<file path="src/hw/rtl/pfsa_pkg.sv">
// Package for the page frame state allocator.
// Holds field widths, operation and frame type codes and the memory request type.
// No dependencies.
package pfsa_pkg;

  localparam int OP_W      = 3;
  localparam int FRAME_W   = 20;
  localparam int TYPE_W    = 3;
  localparam int OWNER_W   = 16;
  localparam int CNT_W     = 7;
  localparam int APB_ADDR_W = 2;
  localparam int APB_DATA_W = 32;

  localparam logic [OP_W-1:0] OP_SET_TYPE = 3'd0;
  localparam logic [OP_W-1:0] OP_MAP      = 3'd1;
  localparam logic [OP_W-1:0] OP_FIND     = 3'd2;
  localparam logic [OP_W-1:0] OP_CHECK    = 3'd3;
  localparam logic [OP_W-1:0] OP_ALLOC    = 3'd4;

  localparam logic [TYPE_W-1:0] FT_NOT_MAPPED = 3'd0;
  localparam logic [TYPE_W-1:0] FT_USABLE     = 3'd1;
  localparam logic [TYPE_W-1:0] FT_IN_USE     = 3'd2;
  localparam logic [TYPE_W-1:0] FT_LAST_CODE  = 3'd5;

  localparam logic [APB_ADDR_W-1:0] CFG_ADDR_OS_OWNER = 2'd0;

  typedef struct packed {
    logic               rd_en;
    logic [FRAME_W-1:0] rd_addr;
    logic               type_we;
    logic               owner_we;
    logic [FRAME_W-1:0] wr_addr;
    logic [TYPE_W-1:0]  wr_type;
    logic [OWNER_W-1:0] wr_owner;
  } mem_req_t;

endpackage

</file>
<file path="src/hw/rtl/pfsa_cfg_regs.sv">
// APB-style register port holding the owner id used by allocate.
// Depends on pfsa_pkg.
module pfsa_cfg_regs import pfsa_pkg::*; (
  input  logic                  clk,
  input  logic                  rst_n,
  input  logic                  psel,
  input  logic                  penable,
  input  logic                  pwrite,
  input  logic [APB_ADDR_W-1:0] paddr,
  input  logic [APB_DATA_W-1:0] pwdata,
  output logic [APB_DATA_W-1:0] prdata,
  output logic                  pready,
  output logic [OWNER_W-1:0]    os_owner
);

  logic [OWNER_W-1:0] os_owner_r;
  logic [OWNER_W-1:0] os_owner_nxt;
  logic               wr_en;

  assign pready = 1'b1;
  assign wr_en  = psel && penable && pwrite && pready && (paddr == CFG_ADDR_OS_OWNER);

  always_comb begin
    os_owner_nxt = os_owner_r;
    if (wr_en) begin
      os_owner_nxt = pwdata[OWNER_W-1:0];
    end
  end

  always_ff @(posedge clk) begin
    if (!rst_n) begin
      os_owner_r <= '0;
    end else begin
      os_owner_r <= os_owner_nxt;
    end
  end

  assign prdata   = (paddr == CFG_ADDR_OS_OWNER) ?
                    {{(APB_DATA_W-OWNER_W){1'b0}}, os_owner_r} : '0;
  assign os_owner = os_owner_r;

endmodule

</file>
<file path="config.mk">
export PLATFORM = sky130hd
export DESIGN_NAME = pfsa_cfg_regs
export DESIGN_NICKNAME = d
export VERILOG_FILES = /design/src/hw/rtl/pfsa_pkg.sv /design/src/hw/rtl/pfsa_cfg_regs.sv
export SDC_FILE = /design/constraint.sdc
export NUM_CORES = 1
export LEC_CHECK = 0
export BUFFER_PORTS_ARGS = -buffer_cell sky130_fd_sc_hd__buf_2
export CAP_MARGIN = 20
export CORE_UTILIZATION = 38
export DETAILED_ROUTE_END_ITERATION = 12
export PLACE_DENSITY = 0.83
export SLEW_MARGIN = 20
export SYNTH_ARGS = -nofsm -noshare
export SYNTH_HDL_FRONTEND = slang
export SYNTH_SLANG_ARGS = --single-unit
</file>
<file path="constraint.sdc">
create_clock -name clk -period 1.8 [get_ports clk]
set_input_delay 0.09 -clock clk [delete_from_list [all_inputs] [get_ports clk]]
set_output_delay 0.09 -clock clk [all_outputs]
set_load 0.02 [all_outputs]
</file>
* Word level (Yosys, flattened, before mapping) *
Index checks and enable logic that the tools add are counted.

cells by class
  mux-type cells = 1
  reductions and logical operators = 4

operators with widths
  cell               number
  $mux 16            1
  $logic_and 1x1->1  3
  $logic_not 2->1    1

storage, ports and cells
  bits in registers = 16
  output and inout bits = 49

* Depth between registers and ports, before layout *
  word-level depth = 3
  mapped depth = 5
  mapped depth without buffers = 3

* Worst setup path before layout *
OpenSTA, ideal clock, no wires.

  path kind = input to register
  start = input paddr[1]
  end = register os_owner_r[0] (netlist: os_owner[0])
  required time = 1.728 ns
  cell stages on the path = 5
  path slack = 0.818 ns
  arrival time = 0.910 ns
  path buffers = 2
  setup time = 0.072 ns
  path through = nor2_2 > and4_4 > buf_12 > buf_12 > mux2i_1

between the ends
  cells in the longest elaborated chain, start to end = 2

RTL lines
  element               RTL line             source
  start, declared       pfsa_cfg_regs.sv:9   input logic [APB_ADDR_W-1:0] paddr,
  $logic_not 2->1       pfsa_cfg_regs.sv:21  assign wr_en = psel && penable && pwrite && pready && (paddr == CFG_ADDR_OS_OWNER);
  $logic_and 1x1->1     pfsa_cfg_regs.sv:21
  end signal, assigned  pfsa_cfg_regs.sv:34  os_owner_r <= os_owner_nxt;
  end, declared         pfsa_cfg_regs.sv:16  logic [OWNER_W-1:0] os_owner_r;

Every way passes these cells.
A chain may end at the register's enable or synchronous reset.

* Worst setup path in the final report *
  start = register os_owner_r[15] (netlist: os_owner[15])
  end = output prdata[15]

between the ends
  cells in the longest elaborated chain, start to end = 1

RTL lines
  element        RTL line             source
  $mux 16        pfsa_cfg_regs.sv:38  assign prdata = (paddr == CFG_ADDR_OS_OWNER) ?
  end, declared  pfsa_cfg_regs.sv:11  output logic [APB_DATA_W-1:0] prdata,

Every way passes these cells.

==> flow_summary.json <==
{
  "cts_resized": 0,
  "yosys.area.top_type": "dfxtp_1",
  "coreArea_sq_mm": 0.00223,
  "via_per_inst": 4.26,
  "fin_skew_ns": 0,
  "port-buffer-count": 54,
  "min_delay_path_depth": 3,
  "reg2reg_to": "os_owner[6]",
  "cts_setup_buffers": 0,
  "drv_slew": 0,
  "avgSynthCellArea_sq_um": 8.56,
  "ys_seq_elements": 16,
  "wirelength_mm": 1.85,
  "syn-instance-count": 107,
  "die_w_microns": 51.1,
  "clockBufferDepth": 2,
  "fmax_mhz": 974,
  "worstSetupPathType": "flip-flop to primary output",
  "drtIter0Drc": 7,
  "fin_ws_ns": 0.773,
  "clock_latency_ns": 0.28,
  "path_clk_slew_ns": 0.09,
  "tns_ns": 0,
  "gp_congestion": 0.673,
  "grt_pass1_wl_mm": 2.84,
  "synthDominantCellAreaShare_pct": 35.0,
  "finalCriticalPeriod_ns": 1.03,
  "vias": 793,
  "ys_warn_count": 0,
  "path_cells": "and2_2 > buf_2",
  "diodes": 0,
  "slew_headroom_pct": 65.1,
  "largest_reg_flops": 16,
  "areaGrowthSynthToFinish_pct": 24.3,
  "synth.distinct_cells": 11,
  "cp-end-kind": "primary output",
  "cts.sinks": 16,
  "first_pass_iters": 4,
  "postRouteAntennaNets": 0,
  "rsz0062_at_grt": "no",
  "timing.final.hold_violations": 0,
  "status": "finished clean",
  "drc": 0,
  "min-delay-start": "pwdata[5]",
  "dieHeight_microns": 51.1,
  "ff2ff_setup_slack_ns": 1.16,
  "htreeDepth": 1,
  "dpl_worst_slack_ns": 0.700,
  "cp-start-kind": "flip-flop",
  "yosysSeqAreaShare_pct": 35.0,
  "r2r_start": "os_owner[6]",
  "cts_tree": "done",
  "worst_ep_arrival_time_ns": 0.94,
  "postCtsHoldBufs": 0,
  "worst_pin_slew_ns": 0.524,
  "grt_pass1_vias": 677,
  "setup_viol": 0,
  "maxCapViolations": 0,
  "nFillCells": 229,
  "p_per_area_mw_per_mm2": 614,
  "slowest_stage": "dfxtp_1",
  "rr_worst_depth": 2,
  "grt_max_degree": 33,
  "p_leak_nw": 0.614,
  "root_buffer": "clkbuf_4",
  "post-route-period-util_pct": 57.1,
  "path_max_fanout": 3,
  "peakVddDrop_mv": 0.302,
  "avgRoutedWirePerCell_microns": 9.96,
  "min_to": "os_owner[5]",
  "initial_core_util_pct": 41.0,
  "cts_buffers": 3,
  "hold_path_class": "input port to flip-flop",
  "grt_overflow_total": 0,
  "fin_hold_ws_ns": 0.0413,
  "rows": 17,
  "path_buf_inv": 1,
  "boundaryPins": 88,
  "hpwlAfterDp_mm": 1.38,
  "finalNetCount": 198,
  "drive_gt1_share_pct": 42.4,
  "antenna_found_initial": 0,
  "dieArea_sq_mm": 0.00261,
  "cpPeakStageDelay_ns": 0.36,
  "synth.area.top_cells": "dfxtp_1, mux2i_1, buf_4",
  "critPathTopFamily": "flip-flops",
  "critPathRequiredTime_ns": 1.71,
  "grt_use_total_pct": 15.2,
  "netlist_area_sq_um": 916
}
==> Yosys cell counts <==
cell,n
and2_1,10
and2_2,6
and4_4,1
buf_12,2
buf_4,17
clkbuf_1,4
conb_1,2
dfxtp_1,16
mux2i_1,16
nand2_1,32
nor2_2,1
==> cell type report <==
class                      count  area, sq um  area share [%]
clock buffer                   4         36.3            3.19
multi-input combinational     83          469            41.2
sequential                    16          320            28.1
tap                           28         35.0            3.08
timing repair buffer          55          278            24.4
==> per-layer routing <==
metal	up-vias	track usage [%]	wire length (microns)
met5	-	0	0
li1	399	-	-
met2	42	26.5	894
met3	4	2.68	135
met1	348	16.0	790
met4	0	11.6	32
==> worst register-to-register path, delay by kind of cell (launching register included) <==
kind / cells / cell delay, ns
flip-flops: 1 / 0.35
multiplexers: 1 / 0.16
AND/OR/NAND/NOR: 1 / 0.06
==> how the worst max path moves through the flow <==
stage | start | to | slack, ns | cells after the start
after floorplan | paddr[1] | os_owner[0] | 0.82 | 5
final | os_owner[15] | prdata[15] | 0.77 | 2
after detailed placement | paddr[1] | os_owner[6] | 0.70 | 4
after CTS | os_owner[4] | prdata[4] | 0.75 | 2
after global routing | os_owner[15] | prdata[15] | 0.70 | 2
after global placement | paddr[1] | os_owner[0] | 0.76 | 4
==> cells in the final DEF (no fill, tap or decap), drive strengths merged <==
cell type  synthesis  final
clkbuf             4      4
buf               19     55
dfxtp             16     16
nand2             32     32
nor2               1      1
mux2i             16     16
conb               2     17
and2              16     16
and4               1      1
==> power breakdown <==
group	switching, mW	internal (mW)
clock	0.112	0.123
combinational	0.0712	0.0319
sequential	0.00289	0.358
total	0.186	0.513
==> through the flow <==
stage	utilization, %	std cells	power [mW]	area (sq um)
2_1_floorplan	-	122	0.467	972
3_3_place_gp	49.4	182	0.469	1100
3_5_place_dp	49.4	182	0.472	1100
4_1_cts	51.0	186	0.712	1140
5_1_grt	51.0	186	0.749	1140
6_report	51.0	186	0.699	1140
==> cell families after synthesis <==
logic type,share of synthesized area [%]
other,0.820
muxes,17.5
buffers and inverters,19.9
DFF,35.0
and+or+nand+nor,26.8
Note: power is estimated with default switching activity, not from simulation.
